`src/rtl/bpe_pkg.sv`:
```
package bpe_pkg;

    typedef enum logic [1:0] {
        SCH_PKCS7 = 2'd0,
        SCH_X923  = 2'd1,
        SCH_ISO   = 2'd2,
        SCH_ESP   = 2'd3
    } t_scheme;

    typedef enum logic {
        DIR_PAD   = 1'b0,
        DIR_UNPAD = 1'b1
    } t_dir;

    typedef enum logic [1:0] {
        REG_SCHEME     = 2'd0,
        REG_DIRECTION  = 2'd1,
        REG_BLOCK_SIZE = 2'd2
    } t_reg_idx;

    localparam logic [7:0] MARK_BYTE      = 8'h80;
    localparam logic [7:0] ONE_BYTE       = 8'h01;
    localparam logic [7:0] MIN_BLOCK      = 8'd3;
    localparam logic [7:0] BLOCK_SIZE_RST = 8'd16;

    typedef struct packed {
        t_scheme    scheme;
        t_dir       direction;
        logic [7:0] block_size;
    } t_cfg;

    typedef struct packed {
        logic       has_result;
        logic [7:0] out_byte;
        logic [7:0] data_length;
        logic       pad_bad;
        logic       block_end;
    } t_result;

endpackage

```
`src/rtl/block_padding_engine.sv`:
```
// Path: a byte accepted is held in the input register; its result then goes to the
//   result register. Throughput: one byte per cycle unless an untaken result stalls it.
// Unpad mode gives a result only for the final byte.
// Reset (synchronous, active low) clears both valid flags and the running counters,
//   and sets scheme PKCS7, pad direction and block size 16.
module block_padding_engine
    import bpe_pkg::*;
(
    input  logic        i_clk,
    input  logic        i_rst_n,
    input  logic        psel,
    input  logic        penable,
    input  logic        pwrite,
    input  logic [3:0]  paddr,
    input  logic [31:0] pwdata,
    output logic [31:0] prdata,
    output logic        pready,
    input  logic        i_in_valid,
    output logic        o_in_ready,
    input  logic [7:0]  i_data_byte,
    input  logic [7:0]  i_pad_start,
    output logic        o_out_valid,
    input  logic        i_out_ready,
    output logic [7:0]  o_out_byte,
    output logic [7:0]  o_data_length,
    output logic        o_pad_bad,
    output logic        o_block_end
);

    t_cfg       cfg;
    t_result    res;
    logic       r_in_valid, r_out_valid;
    logic [7:0] r_data, r_start;
    t_result    r_res;
    logic       adv;

    bpe_cfg u_cfg (
        .i_clk   (i_clk),
        .i_rst_n (i_rst_n),
        .psel    (psel),
        .penable (penable),
        .pwrite  (pwrite),
        .paddr   (paddr),
        .pwdata  (pwdata),
        .prdata  (prdata),
        .pready  (pready),
        .o_cfg   (cfg)
    );

    bpe_core u_core (
        .i_clk   (i_clk),
        .i_rst_n (i_rst_n),
        .i_cfg   (cfg),
        .i_fire  (adv),
        .i_data  (r_data),
        .i_start (r_start),
        .o_res   (res)
    );

    assign adv        = r_in_valid && (!r_out_valid || i_out_ready);
    assign o_in_ready = !r_in_valid || adv;

    always_ff @(posedge i_clk) begin
        if (!i_rst_n) begin
            r_in_valid <= 1'b0;
        end else if (o_in_ready) begin
            r_in_valid <= i_in_valid;
        end
    end

    always_ff @(posedge i_clk) begin
        if (o_in_ready && i_in_valid) begin
            r_data  <= i_data_byte;
            r_start <= i_pad_start;
        end
    end

    always_ff @(posedge i_clk) begin
        if (!i_rst_n) begin
            r_out_valid <= 1'b0;
        end else if (adv && res.has_result) begin
            r_out_valid <= 1'b1;
        end else if (i_out_ready) begin
            r_out_valid <= 1'b0;
        end
    end

    always_ff @(posedge i_clk) begin
        if (adv && res.has_result) begin
            r_res <= res;
        end
    end

    assign o_out_valid   = r_out_valid;
    assign o_out_byte    = r_res.out_byte;
    assign o_data_length = r_res.data_length;
    assign o_pad_bad     = r_res.pad_bad;
    assign o_block_end   = r_res.block_end;

    a_unpad_only_final: assert property (@(posedge i_clk) disable iff (!i_rst_n)
        (o_out_valid && !o_block_end) |-> cfg.direction == DIR_PAD)
        else $error("unpad result before final byte");

    a_unpad_no_byte: assert property (@(posedge i_clk) disable iff (!i_rst_n)
        (o_out_valid && cfg.direction == DIR_UNPAD) |-> o_out_byte == 8'd0)
        else $error("unpad result carries a data byte");

    a_bad_len: assert property (@(posedge i_clk) disable iff (!i_rst_n)
        (o_out_valid && o_pad_bad && cfg.direction == DIR_UNPAD)
        |-> o_data_length == cfg.block_size)
        else $error("bad padding length not block size");

    a_in_hold: assert property (@(posedge i_clk) disable iff (!i_rst_n)
        (r_in_valid && !adv) |=> (r_in_valid && $stable(r_data)))
        else $error("stalled transaction lost");

endmodule

```
`src/rtl/bpe_cfg.sv`:
```
module bpe_cfg
    import bpe_pkg::*;
(
    input  logic        i_clk,
    input  logic        i_rst_n,
    input  logic        psel,
    input  logic        penable,
    input  logic        pwrite,
    input  logic [3:0]  paddr,
    input  logic [31:0] pwdata,
    output logic [31:0] prdata,
    output logic        pready,
    output t_cfg        o_cfg
);

    t_cfg   r_cfg;
    logic   wr_en;
    t_reg_idx idx;

    assign wr_en  = psel && penable && pwrite;
    assign idx    = t_reg_idx'(paddr[3:2]);
    assign pready = 1'b1;
    assign o_cfg  = r_cfg;

    always_ff @(posedge i_clk) begin
        if (!i_rst_n) begin
            r_cfg.scheme     <= SCH_PKCS7;
            r_cfg.direction  <= DIR_PAD;
            r_cfg.block_size <= BLOCK_SIZE_RST;
        end else if (wr_en) begin
            unique case (idx)
                REG_SCHEME:     r_cfg.scheme     <= t_scheme'(pwdata[1:0]);
                REG_DIRECTION:  r_cfg.direction  <= t_dir'(pwdata[0]);
                REG_BLOCK_SIZE: r_cfg.block_size <= pwdata[7:0];
                default: ;
            endcase
        end
    end

    always_comb begin
        unique case (idx)
            REG_SCHEME:     prdata = {30'd0, r_cfg.scheme};
            REG_DIRECTION:  prdata = {31'd0, r_cfg.direction};
            REG_BLOCK_SIZE: prdata = {24'd0, r_cfg.block_size};
            default:        prdata = 32'd0;
        endcase
    end

endmodule

```
`src/rtl/bpe_core.sv`:
```
module bpe_core
    import bpe_pkg::*;
(
    input  logic       i_clk,
    input  logic       i_rst_n,
    input  t_cfg       i_cfg,
    input  logic       i_fire,
    input  logic [7:0] i_data,
    input  logic [7:0] i_start,
    output t_result    o_res
);

    logic [7:0] r_pos, r_prev, r_equal, r_zero, r_inc, r_lnz_pos, r_lnz_val;
    logic       r_seen;
    logic [7:0] n_pos, n_equal, n_zero, n_inc, n_lnz_pos, n_lnz_val;
    logic       n_seen;

    logic       first, final_b, small_blk, d_zero;
    logic [7:0] zero_before, d_minus1, pad_len, pad_out, bs;
    logic       pad_bad_p, unpad_bad;
    logic [7:0] unpad_len;

    function automatic logic [7:0] sat_inc(input logic [7:0] v);
        sat_inc = (v == 8'hFF) ? 8'hFF : v + 8'd1;
    endfunction

    always_comb begin
        bs          = i_cfg.block_size;
        first       = (r_pos == 8'd0);
        final_b     = ({1'b0, r_pos} + 9'd1) >= {1'b0, bs};
        small_blk   = bs < MIN_BLOCK;
        d_zero      = (i_data == 8'd0);
        d_minus1    = i_data - ONE_BYTE;
        zero_before = first ? 8'd0 : r_zero;

        n_equal = (!first && i_data == r_prev) ? sat_inc(r_equal) : ONE_BYTE;
        n_zero  = d_zero ? sat_inc(zero_before) : 8'd0;
        n_inc   = (!first && !d_zero && r_prev == d_minus1) ? sat_inc(r_inc) : ONE_BYTE;
        n_seen    = d_zero ? (first ? 1'b0 : r_seen) : 1'b1;
        n_lnz_pos = d_zero ? r_lnz_pos : r_pos;
        n_lnz_val = d_zero ? r_lnz_val : i_data;
        n_pos     = final_b ? 8'd0 : r_pos + 8'd1;

        // pad direction
        pad_bad_p = (i_start >= bs) || small_blk;
        pad_len   = bs - i_start;
        unique case (i_cfg.scheme)
            SCH_PKCS7: pad_out = (r_pos >= i_start) ? pad_len : i_data;
            SCH_X923:  pad_out = final_b ? pad_len : ((r_pos >= i_start) ? 8'd0 : i_data);
            SCH_ISO:   pad_out = (r_pos == i_start) ? MARK_BYTE :
                                 ((r_pos > i_start) ? 8'd0 : i_data);
            SCH_ESP:   pad_out = (r_pos >= i_start) ? (r_pos - i_start + ONE_BYTE) : i_data;
            default:   pad_out = i_data;
        endcase

        // unpad direction
        unpad_len = bs - i_data;
        if (small_blk) begin
            unpad_bad = 1'b1;
        end else if (i_cfg.scheme == SCH_ISO) begin
            unpad_bad = !(n_seen && n_lnz_val == MARK_BYTE);
            unpad_len = n_lnz_pos;
        end else if (d_zero || i_data > bs) begin
            unpad_bad = 1'b1;
        end else begin
            unique case (i_cfg.scheme)
                SCH_PKCS7: unpad_bad = n_equal < i_data;
                SCH_X923:  unpad_bad = zero_before < d_minus1;
                default:   unpad_bad = n_inc < i_data;
            endcase
        end

        if (i_cfg.direction == DIR_PAD) begin
            o_res.has_result  = 1'b1;
            o_res.out_byte    = pad_bad_p ? i_data : pad_out;
            o_res.data_length = 8'd0;
            o_res.pad_bad     = pad_bad_p;
        end else begin
            o_res.has_result  = final_b;
            o_res.out_byte    = 8'd0;
            o_res.data_length = unpad_bad ? bs : unpad_len;
            o_res.pad_bad     = unpad_bad;
        end
        o_res.block_end = final_b;
    end

    always_ff @(posedge i_clk) begin
        if (!i_rst_n) begin
            r_pos     <= 8'd0;
            r_prev    <= 8'd0;
            r_equal   <= 8'd0;
            r_zero    <= 8'd0;
            r_inc     <= 8'd0;
            r_lnz_pos <= 8'd0;
            r_lnz_val <= 8'd0;
            r_seen    <= 1'b0;
        end else if (i_fire) begin
            r_pos     <= n_pos;
            r_prev    <= i_data;
            r_equal   <= n_equal;
            r_zero    <= n_zero;
            r_inc     <= n_inc;
            r_lnz_pos <= n_lnz_pos;
            r_lnz_val <= n_lnz_val;
            r_seen    <= n_seen;
        end
    end

endmodule

```
`config.mk`:
```
export PLATFORM = sky130hd
export DESIGN_NAME = block_padding_engine
export DESIGN_NICKNAME = d
export VERILOG_FILES = /design/src/rtl/bpe_pkg.sv /design/src/rtl/block_padding_engine.sv /design/src/rtl/bpe_cfg.sv /design/src/rtl/bpe_core.sv
export SDC_FILE = /design/constraint.sdc
export NUM_CORES = 1
export LEC_CHECK = 0
export ABC_AREA = 1
export BUFFER_PORTS_ARGS = -buffer_cell sky130_fd_sc_hd__buf_2
export CORE_MARGIN = 4
export CORE_UTILIZATION = 52
export DETAILED_ROUTE_END_ITERATION = 16
export GPL_TIMING_DRIVEN = 0
export PLACE_DENSITY = 0.73
export SKIP_LAST_GASP = 1
export SYNTH_ARGS = -nofsm -noshare
export SYNTH_HDL_FRONTEND = slang
export SYNTH_SLANG_ARGS = --single-unit
```
`constraint.sdc`:
```
create_clock -name i_clk -period 4.94 [get_ports i_clk]
set_input_delay 0.247 -clock i_clk [delete_from_list [all_inputs] [get_ports i_clk]]
set_output_delay 0.247 -clock i_clk [all_outputs]
set_load 0.03 [all_outputs]
```
==> impl_results.html, run 1 <==
<table>
<tr><th>Metric</th><th>Value</th></tr>
<tr><th colspan="2">Clock network</th></tr>
<tr><td>CTS tree</td><td>yes</td></tr>
<tr><td>Cell at the root of the clock tree</td><td>clkbuf_16</td></tr>
<tr><td>TritonCTS Sinks</td><td>104</td></tr>
<tr><td>CTS Buf Count</td><td>9</td></tr>
<tr><td>Insertion delay to the later sink of the worst-skew pair</td><td>0.36 ns</td></tr>
<tr><td>Post-cts repair resize count</td><td>0</td></tr>
<tr><td>Register clock-pin slew on the reported worst setup and hold paths</td><td>0.07 ns</td></tr>
<tr><td>Number of H-tree levels</td><td>3</td></tr>
<tr><td>Post-CTS Setup Bufs</td><td>0</td></tr>
<tr><td>Maximum buffer depth of the clock tree</td><td>2</td></tr>
<tr><td>Hold buffer count at CTS</td><td>0</td></tr>
<tr><th colspan="2">Synth</th></tr>
<tr><td>Post-synthesis sequential element count</td><td>104</td></tr>
<tr><td>Cell variety after synth</td><td>55</td></tr>
<tr><td>Share of the yosys chip area belonging to registers</td><td>0.306</td></tr>
<tr><td>Share of the synthesized area in the top cell type</td><td>0.177</td></tr>
<tr><td>Number of flops mapped to enable cells by yosys</td><td>34</td></tr>
<tr><td>Dominant cell type by area after synthesis</td><td>dfxtp_1</td></tr>
<tr><td>Top FF cell, synth</td><td>dfxtp_1</td></tr>
<tr><td>Post-synthesis instance area</td><td>7920 um2</td></tr>
<tr><td>Largest cells by area after synthesis</td><td>dfxtp_1 (18%), edfxtp_1 (13%), nand2_1 (11%)</td></tr>
<tr><td>Mean post-synth cell area</td><td>7.26 um2</td></tr>
<tr><td>Asr flop ratio synth</td><td>0</td></tr>
<tr><td>Count of mapped cells out of synthesis</td><td>1092</td></tr>
<tr><td>Yosys warning total</td><td>0</td></tr>
<tr><th colspan="2">Die</th></tr>
<tr><td>Core Rows</td><td>44</td></tr>
<tr><td>Initial core utilization</td><td>0.537</td></tr>
<tr><td>Area of the placeable core</td><td>14800 um2</td></tr>
<tr><td>Top-level port count</td><td>112</td></tr>
<tr><td>Die Span Y</td><td>131 um</td></tr>
<tr><td>Die ar.</td><td>17300 um2</td></tr>
<tr><td>Chip width</td><td>131 um</td></tr>
<tr><th colspan="2">Final layout</th></tr>
<tr><td>Nets@finish</td><td>1319</td></tr>
<tr><td>Top library cells by usage in the layout, fill and taps aside</td><td>nand2_1 (226), inv_1 (138), nor2_1 (104), a21oi_1 (103), o21ai_0 (78)</td></tr>
<tr><td>Antenna diode instance count</td><td>0</td></tr>
<tr><td>Number of fillers in the final layout</td><td>1382</td></tr>
<tr><td>Post-layout util</td><td>0.604</td></tr>
<tr><td>Share of post-route cells with drive strength above 1</td><td>0.145</td></tr>
<tr><td>Post-synthesis to final-layout area growth</td><td>12.5%</td></tr>
<tr><td>Leading cell type in the layout, fill and taps excluded</td><td>nand2_1</td></tr>
<tr><th colspan="2">Global routing</th></tr>
<tr><td>Gr usage total</td><td>0.253</td></tr>
<tr><td>Antenna violations before repair</td><td>0</td></tr>
<tr><td>Number of global-route vias before repair</td><td>6858</td></tr>
<tr><td>Wire length of the first global-routing pass</td><td>35.1 mm</td></tr>
<tr><td>Largest net degree at the start of global routing</td><td>19</td></tr>
<tr><td>Total congestion overflow after global routing</td><td>0</td></tr>
<tr><th colspan="2">Detailed routing</th></tr>
<tr><td>Total length of routed wires</td><td>22.4 mm</td></tr>
<tr><td>Routed vias</td><td>7578</td></tr>
<tr><td>Total iterations of the first detailed-routing run</td><td>5</td></tr>
<tr><td>WL/cell</td><td>16.3 um</td></tr>
<tr><td>Vias per Instance</td><td>5.51</td></tr>
<tr><td>Post-route DRC violation count</td><td>0</td></tr>
<tr><td>Post-route ant nets</td><td>0</td></tr>
<tr><td>Number of DRC markers after the initial detailed-route iteration</td><td>783</td></tr>
<tr><th colspan="2">Power</th></tr>
<tr><td>Standby leakage power</td><td>0.00429 uW</td></tr>
<tr><td>Power density cells</td><td>249 nW/um2</td></tr>
<tr><td>IR Drop Worst-Case VDD</td><td>0.229 mV</td></tr>
<tr><th colspan="2">STA</th></tr>
<tr><td>Unrepaired setup endpoints after global routing</td><td>false</td></tr>
<tr><td>Highest attainable clock frequency</td><td>243 MHz</td></tr>
<tr><td>Slew Limit Fails</td><td>0</td></tr>
<tr><td>Final worst slack</td><td>0.825 ns</td></tr>
<tr><td>Final critical delay including setup and external delays</td><td>4.12 ns</td></tr>
<tr><td>Number of hold-slack violations in the final timing report</td><td>0</td></tr>
<tr><td>Share of the cycle needed by the critical path after routing</td><td>0.833</td></tr>
<tr><td>Slew at the pin closest to its max-slew limit</td><td>0.676 ns</td></tr>
<tr><td>Slew HR</td><td>0.549</td></tr>
<tr><td>Fin Setup TNS</td><td>0 ns</td></tr>
<tr><td>Final setup violation count</td><td>0</td></tr>
<tr><td>Final worst clock skew</td><td>0.00696 ns</td></tr>
<tr><th colspan="2">Run</th></tr>
<tr><td>Maximum capacitance violations</td><td>0</td></tr>
<tr><th colspan="2">Hold path</th></tr>
<tr><td>Worst hold path type</td><td>input pin to flip-flop</td></tr>
<tr><th colspan="2">Place</th></tr>
<tr><td>Count of buffers inserted at the top-level ports</td><td>60</td></tr>
<tr><td>Worst slack at placement</td><td>0.986 ns</td></tr>
<tr><td>HPWL reported at the end of detailed placement</td><td>17.0 mm</td></tr>
<tr><td>GPL Wtd Cong</td><td>0.924</td></tr>
<tr><th colspan="2">Worst setup path</th></tr>
<tr><td>Critical Path Sink Type</td><td>flip-flop</td></tr>
<tr><td>Worst setup SP type</td><td>flip-flop</td></tr>
<tr><td>CP Max Fanout</td><td>10</td></tr>
<tr><td>Required time of the critical path</td><td>5.07 ns</td></tr>
<tr><td>Arr. time, crit path</td><td>4.24 ns</td></tr>
<tr><td>CP Class</td><td>flip-flop to flip-flop</td></tr>
<tr><th colspan="2">Outcome</th></tr>
<tr><td>Result of the run</td><td>completed</td></tr>
</table>
[power by group]
| part | switching [uW] | internal (uW) | leakage (uW) |
|---|---|---|---|
| Clock | 353 | 502 | 0.000168 |
| Sequential | 30.3 | 925 | 0.000899 |
| Combinational | 276 | 134 | 0.00322 |
[worst max-delay path, stage by stage (launching register included)]
cell and delay (ns):
edfxtp_1 0.62, inv_2 0.31, ha_1 0.34, nand2_4 0.10, nor2_8 0.13, nand3_1 0.08
nand2_1 0.07, nand2_1 0.05, nor2_1 0.24, nand2_1 0.12, inv_1 0.19, nand2_1 0.10
inv_1 0.07, ha_1 0.23, a21oi_1 0.15, nor2_1 0.05, a2111oi_0 0.44, nand2_2 0.13
nand3_4 0.13, buf_12 0.15, nand3_2 0.05, nand2_1 0.06, nor2_1 0.04
[state kept, by name, indices dropped and copies added (netlist names)]
register	flops
o_out_valid	1
u_core.r_lnz_val	8
r_data	8
o_out_byte	8
u_core.r_pos	8
o_block_end	1
o_data_length	8
u_core.r_inc	8
u_core.r_seen	1
u_cfg.o_cfg	11
u_core.r_prev	8
u_core.r_lnz_pos	8
u_core.r_equal	8
u_core.r_zero	8
r_in_valid	1
o_pad_bad	1
r_start	8
[metrics by stage]
stage          instances  power (uW)  hold slack, ns  area [um2]
3_5_place_dp        1360        1370           0.425        8560
3_3_place_gp        1359        1360           0.424        8540
6_report            1376        2220          0.0530        8910
4_1_cts             1376        2210          0.0494        8910
5_1_grt             1376        2310          0.0394        8910
2_1_floorplan       1115        1260           0.346        8010
[kinds of logic after synthesis]
kind of cell,share of synthesized area
mux,0.00379
simple gates,0.246
buf+inv,0.127
fa+ha+maj,0.121
other cells,0.000948
compound gates,0.159
flops,0.306
xor+xnor,0.0365
[synthesized netlist by cell type (2+ instances only)]
master	instances
nor2_8	2
o211ai_1	10
o21ai_0	78
xnor2_1	7
a2111oi_0	2
a31oi_1	4
inv_2	9
inv_1	138
nand4_1	12
nand2_1	226
xor2_1	26
nand2_2	6
mux2i_1	3
dfxtp_1	70
nor4_1	3
a21oi_2	9
a211oi_1	6
and3_1	2
clkbuf_1	16
buf_2	3
nand3b_1	2
buf_6	9
o21ai_2	2
o21ai_1	3
buf_1	2
inv_4	2
nand3_1	48
a21oi_1	104
conb_1	2
o21bai_1	3
nor2_1	104
clkinv_1	4
buf_4	27
fa_1	6
edfxtp_1	34
ha_1	67
nor2_2	8
nand2_4	3
nor3_1	10
nor2_4	5
[cell type report]
| type | instances | area (um2) | area share |
|---|---|---|---|
| multi-input combinational | 798 | 4590 | 0.515 |
| inverter | 155 | 599 | 0.0673 |
| sequential | 104 | 2420 | 0.272 |
| buffer | 58 | 407 | 0.0456 |
| tap | 184 | 230 | 0.0258 |
| timing repair buffer | 61 | 315 | 0.0354 |
| clock inverter | 7 | 126 | 0.0142 |
| clock buffer | 9 | 225 | 0.0253 |
[path summary, 6_finish.rpt]
path	startpoint	endpoint	slack [ns]	cells past startpoint
worst max-delay path	r_data[1]	o_data_length[7]	0.82	22
worst min register to register	u_core.r_lnz_pos[7]	u_core.r_lnz_pos[7]	0.46	2
worst min-delay path	i_data_byte[0]	r_data[0]	0.05	1
worst max register to register	r_data[1]	o_data_length[7]	0.82	22
[metal layers]
layer	vias to the layer above	track usage	share of wire
li1	3734	-	-
met1	3419	0.351	0.45
met2	366	0.376	0.41
met3	59	0.0615	0.11
met4	0	0.111	0.034
met5	-	0	0
Note: power is estimated with default switching activity, not from simulation.
==> run 2: changes to the inputs <==
Clock period 4.94 ns to 3.95 ns, I/O delays scaled along.
==> run 2 against run 1 <==
Compared with the run above:
- non-clock buffer count up 7
- largest power group unchanged
- clock skew up 0.0026 ns
- sequential cell count unchanged
==> impl_results.html, run 2 (synthesis gave the netlist of run 1 again) <==
<table>
<tr><th>Metric</th><th>Value</th></tr>
<tr><th colspan="2">Global routing</th></tr>
<tr><td>Gr usage total</td><td>0.254</td></tr>
<tr><td>Largest net degree at the start of global routing</td><td>19</td></tr>
<tr><td>Total congestion overflow after global routing</td><td>0</td></tr>
<tr><td>Number of global-route vias before repair</td><td>6847</td></tr>
<tr><td>Wire length of the first global-routing pass</td><td>35.1 mm</td></tr>
<tr><td>Antenna violations before repair</td><td>0</td></tr>
<tr><th colspan="2">STA</th></tr>
<tr><td>Final setup violation count</td><td>0</td></tr>
<tr><td>Slew Limit Fails</td><td>0</td></tr>
<tr><td>Final critical delay including setup and external delays</td><td>3.70 ns</td></tr>
<tr><td>Slew HR</td><td>0.525</td></tr>
<tr><td>Slew at the pin closest to its max-slew limit</td><td>0.713 ns</td></tr>
<tr><td>Number of hold-slack violations in the final timing report</td><td>0</td></tr>
<tr><td>Final worst clock skew</td><td>0.00957 ns</td></tr>
<tr><td>Highest attainable clock frequency</td><td>270 MHz</td></tr>
<tr><td>Share of the cycle needed by the critical path after routing</td><td>0.937</td></tr>
<tr><th colspan="2">Final layout</th></tr>
<tr><td>Area of the multi-input gates</td><td>4590 um2</td></tr>
<tr><td>Number of fillers in the final layout</td><td>1369</td></tr>
<tr><td>Largest register FFs</td><td>11</td></tr>
<tr><td>Antenna diode instance count</td><td>0</td></tr>
<tr><td>Post-route design area</td><td>8990 um2</td></tr>
<tr><td>Top library cells by usage in the layout, fill and taps aside</td><td>nand2_1 (226), inv_1 (138), nor2_1 (104), a21oi_1 (103), o21ai_0 (78)</td></tr>
<tr><td>Share of post-route cells with drive strength above 1</td><td>0.147</td></tr>
<tr><td>Non-filler instance count after layout</td><td>1383</td></tr>
<tr><td>Leading cell type in the layout, fill and taps excluded</td><td>nand2_1</td></tr>
<tr><td>Nets@finish</td><td>1326</td></tr>
<tr><td>Reg area</td><td>2420 um2</td></tr>
<tr><td>Post-synthesis to final-layout area growth</td><td>13.4%</td></tr>
<tr><th colspan="2">Worst setup path</th></tr>
<tr><td>CP Max Fanout</td><td>10</td></tr>
<tr><td>Worst setup SP type</td><td>flip-flop</td></tr>
<tr><td>Arr. time, crit path</td><td>3.83 ns</td></tr>
<tr><td>Critical Path Sink Type</td><td>flip-flop</td></tr>
<tr><td>Required time of the critical path</td><td>4.08 ns</td></tr>
<tr><td>CP Class</td><td>flip-flop to flip-flop</td></tr>
<tr><th colspan="2">Clock network</th></tr>
<tr><td>Maximum buffer depth of the clock tree</td><td>2</td></tr>
<tr><td>Insertion delay to the later sink of the worst-skew pair</td><td>0.36 ns</td></tr>
<tr><td>CTS Buf Count</td><td>9</td></tr>
<tr><td>TritonCTS Sinks</td><td>104</td></tr>
<tr><td>Number of H-tree levels</td><td>3</td></tr>
<tr><td>Register clock-pin slew on the reported worst setup and hold paths</td><td>0.08 ns</td></tr>
<tr><td>CTS tree</td><td>yes</td></tr>
<tr><td>Cell at the root of the clock tree</td><td>clkbuf_16</td></tr>
<tr><th colspan="2">Detailed routing</th></tr>
<tr><td>Number of DRC markers after the initial detailed-route iteration</td><td>760</td></tr>
<tr><td>Post-route ant nets</td><td>0</td></tr>
<tr><td>Post-route DRC violation count</td><td>0</td></tr>
<tr><td>WL/cell</td><td>16.3 um</td></tr>
<tr><td>Routed vias</td><td>7653</td></tr>
<tr><td>Total iterations of the first detailed-routing run</td><td>6</td></tr>
<tr><td>Vias per Instance</td><td>5.53</td></tr>
<tr><td>Total length of routed wires</td><td>22.5 mm</td></tr>
<tr><th colspan="2">Place</th></tr>
<tr><td>Count of buffers inserted at the top-level ports</td><td>60</td></tr>
<tr><td>Post-placement cell count</td><td>1360</td></tr>
<tr><td>GPL Wtd Cong</td><td>0.924</td></tr>
<tr><td>Total placed instance area</td><td>8560 um2</td></tr>
<tr><td>HPWL reported at the end of detailed placement</td><td>17.0 mm</td></tr>
<tr><th colspan="2">Power</th></tr>
<tr><td>Power density cells</td><td>310 nW/um2</td></tr>
<tr><td>Fraction of power spent switching nets</td><td>0.298</td></tr>
<tr><td>Fraction of power consumed by combinational cells</td><td>0.187</td></tr>
<tr><td>IR Drop Worst-Case VDD</td><td>0.241 mV</td></tr>
<tr><td>Switching power</td><td>829 uW</td></tr>
<tr><td>Sequential power share</td><td>0.428</td></tr>
<tr><td>Share of total power in the clock network</td><td>0.385</td></tr>
<tr><td>Pint</td><td>1960 uW</td></tr>
<tr><td>Standby leakage power</td><td>0.00432 uW</td></tr>
<tr><th colspan="2">Run</th></tr>
<tr><td>Maximum capacitance violations</td><td>0</td></tr>
<tr><th colspan="2">Die</th></tr>
<tr><td>Core Rows</td><td>44</td></tr>
<tr><td>Die Span Y</td><td>131 um</td></tr>
<tr><td>Area of the placeable core</td><td>14800 um2</td></tr>
<tr><td>Initial core utilization</td><td>0.537</td></tr>
<tr><td>Die ar.</td><td>17300 um2</td></tr>
<tr><td>Chip width</td><td>131 um</td></tr>
<tr><td>Top-level port count</td><td>112</td></tr>
<tr><th colspan="2">Outcome</th></tr>
<tr><td>Result of the run</td><td>completed</td></tr>
<tr><th colspan="2">Hold path</th></tr>
<tr><td>Worst hold path type</td><td>input pin to flip-flop</td></tr>
</table>
run 2: cell count changes in the layout (fill, tap and decap cells not counted):
cell and delta:
a2111oi_0 -1, a2111oi_2 +1, buf_4 +1, dlygate4sd3_1 +6
ha_1 -1, ha_2 +1
run 2: metal layers:
metal,vias up,part of all wire,global-route usage
met4,0,0.035,0.109
met5,-,0,0
met3,57,0.11,0.0604
met2,396,0.42,0.379
met1,3464,0.44,0.351
li1,3736,-,-
run 2: repair_timing:
| action | in CTS | in global routing |
|---|---|---|
| hold buffers | 1 | 5 |
| gates resized for setup | 0 | 3 |
| buffers inserted | 1 | 0 |
| endpoints found under the hold margin | 1 | 5 |
| endpoints found under the setup margin | 1 | 9 |
| gates cloned | 0 | 0 |
run 2: per-stage QoR:
stage / worst slack, ns / setup TNS, ns / total power (uW) / util / hold slack [ns]
2_1_floorplan: 0.700 / 0 / 1580 / - / 0.296
3_3_place_gp: -0.320 / -3.58 / 1710 / 0.579 / 0.374
3_5_place_dp: -0.00395 / -0.00395 / 1720 / 0.580 / 0.376
4_1_cts: 0.0902 / 0 / 2770 / 0.605 / 0.000238
5_1_grt: -0.0149 / -0.0149 / 2900 / 0.609 / -0.0000753
6_report: 0.248 / 0 / 2790 / 0.609 / 0.00609
run 2: power groups by stage:
stage	registers, uW	clock network [uW]	logic [uW]
finish	1190	1070	521
global route	1200	1130	572
CTS	1190	1070	506
detailed placement	1220	0	498
global placement	1220	0	490
floorplan	1230	0	350
run 2: path summary, 6_finish.rpt:
kind / cells after the start / to / slack, ns / startpoint
max: 23 / o_data_length[7] / 0.25 / r_data[0]
min: 1 / r_data[0] / 0.006 / i_data_byte[0]
max reg2reg: 23 / o_data_length[7] / 0.25 / r_data[0]
min reg2reg: 2 / u_core.r_lnz_pos[4] / 0.46 / u_core.r_lnz_pos[4]
run 2: final cells by class:
cell class	count	area share
flip-flops and latches	104	0.270
inverters	155	0.0667
repair buffers	68	0.0426
clock buffers	9	0.0251
well taps	184	0.0256
clock inverters	7	0.0141
plain buffers	58	0.0452
multi-input cells	798	0.511
run 2: worst max-delay path: stages (launching register included):
cell	delay, ns
edfxtp_1	0.48
buf_6	0.21
inv_2	0.13
ha_2	0.27
nand2_4	0.09
nor2_8	0.13
nand3_1	0.08
nand2_1	0.07
nand2_1	0.06
nor2_1	0.24
nand2_1	0.12
inv_1	0.19
nand2_1	0.10
inv_1	0.07
ha_1	0.23
a21oi_1	0.15
nor2_1	0.07
a2111oi_2	0.25
nand2_2	0.11
nand3_4	0.12
buf_12	0.15
nand3_2	0.05
nand2_1	0.06
nor2_1	0.04
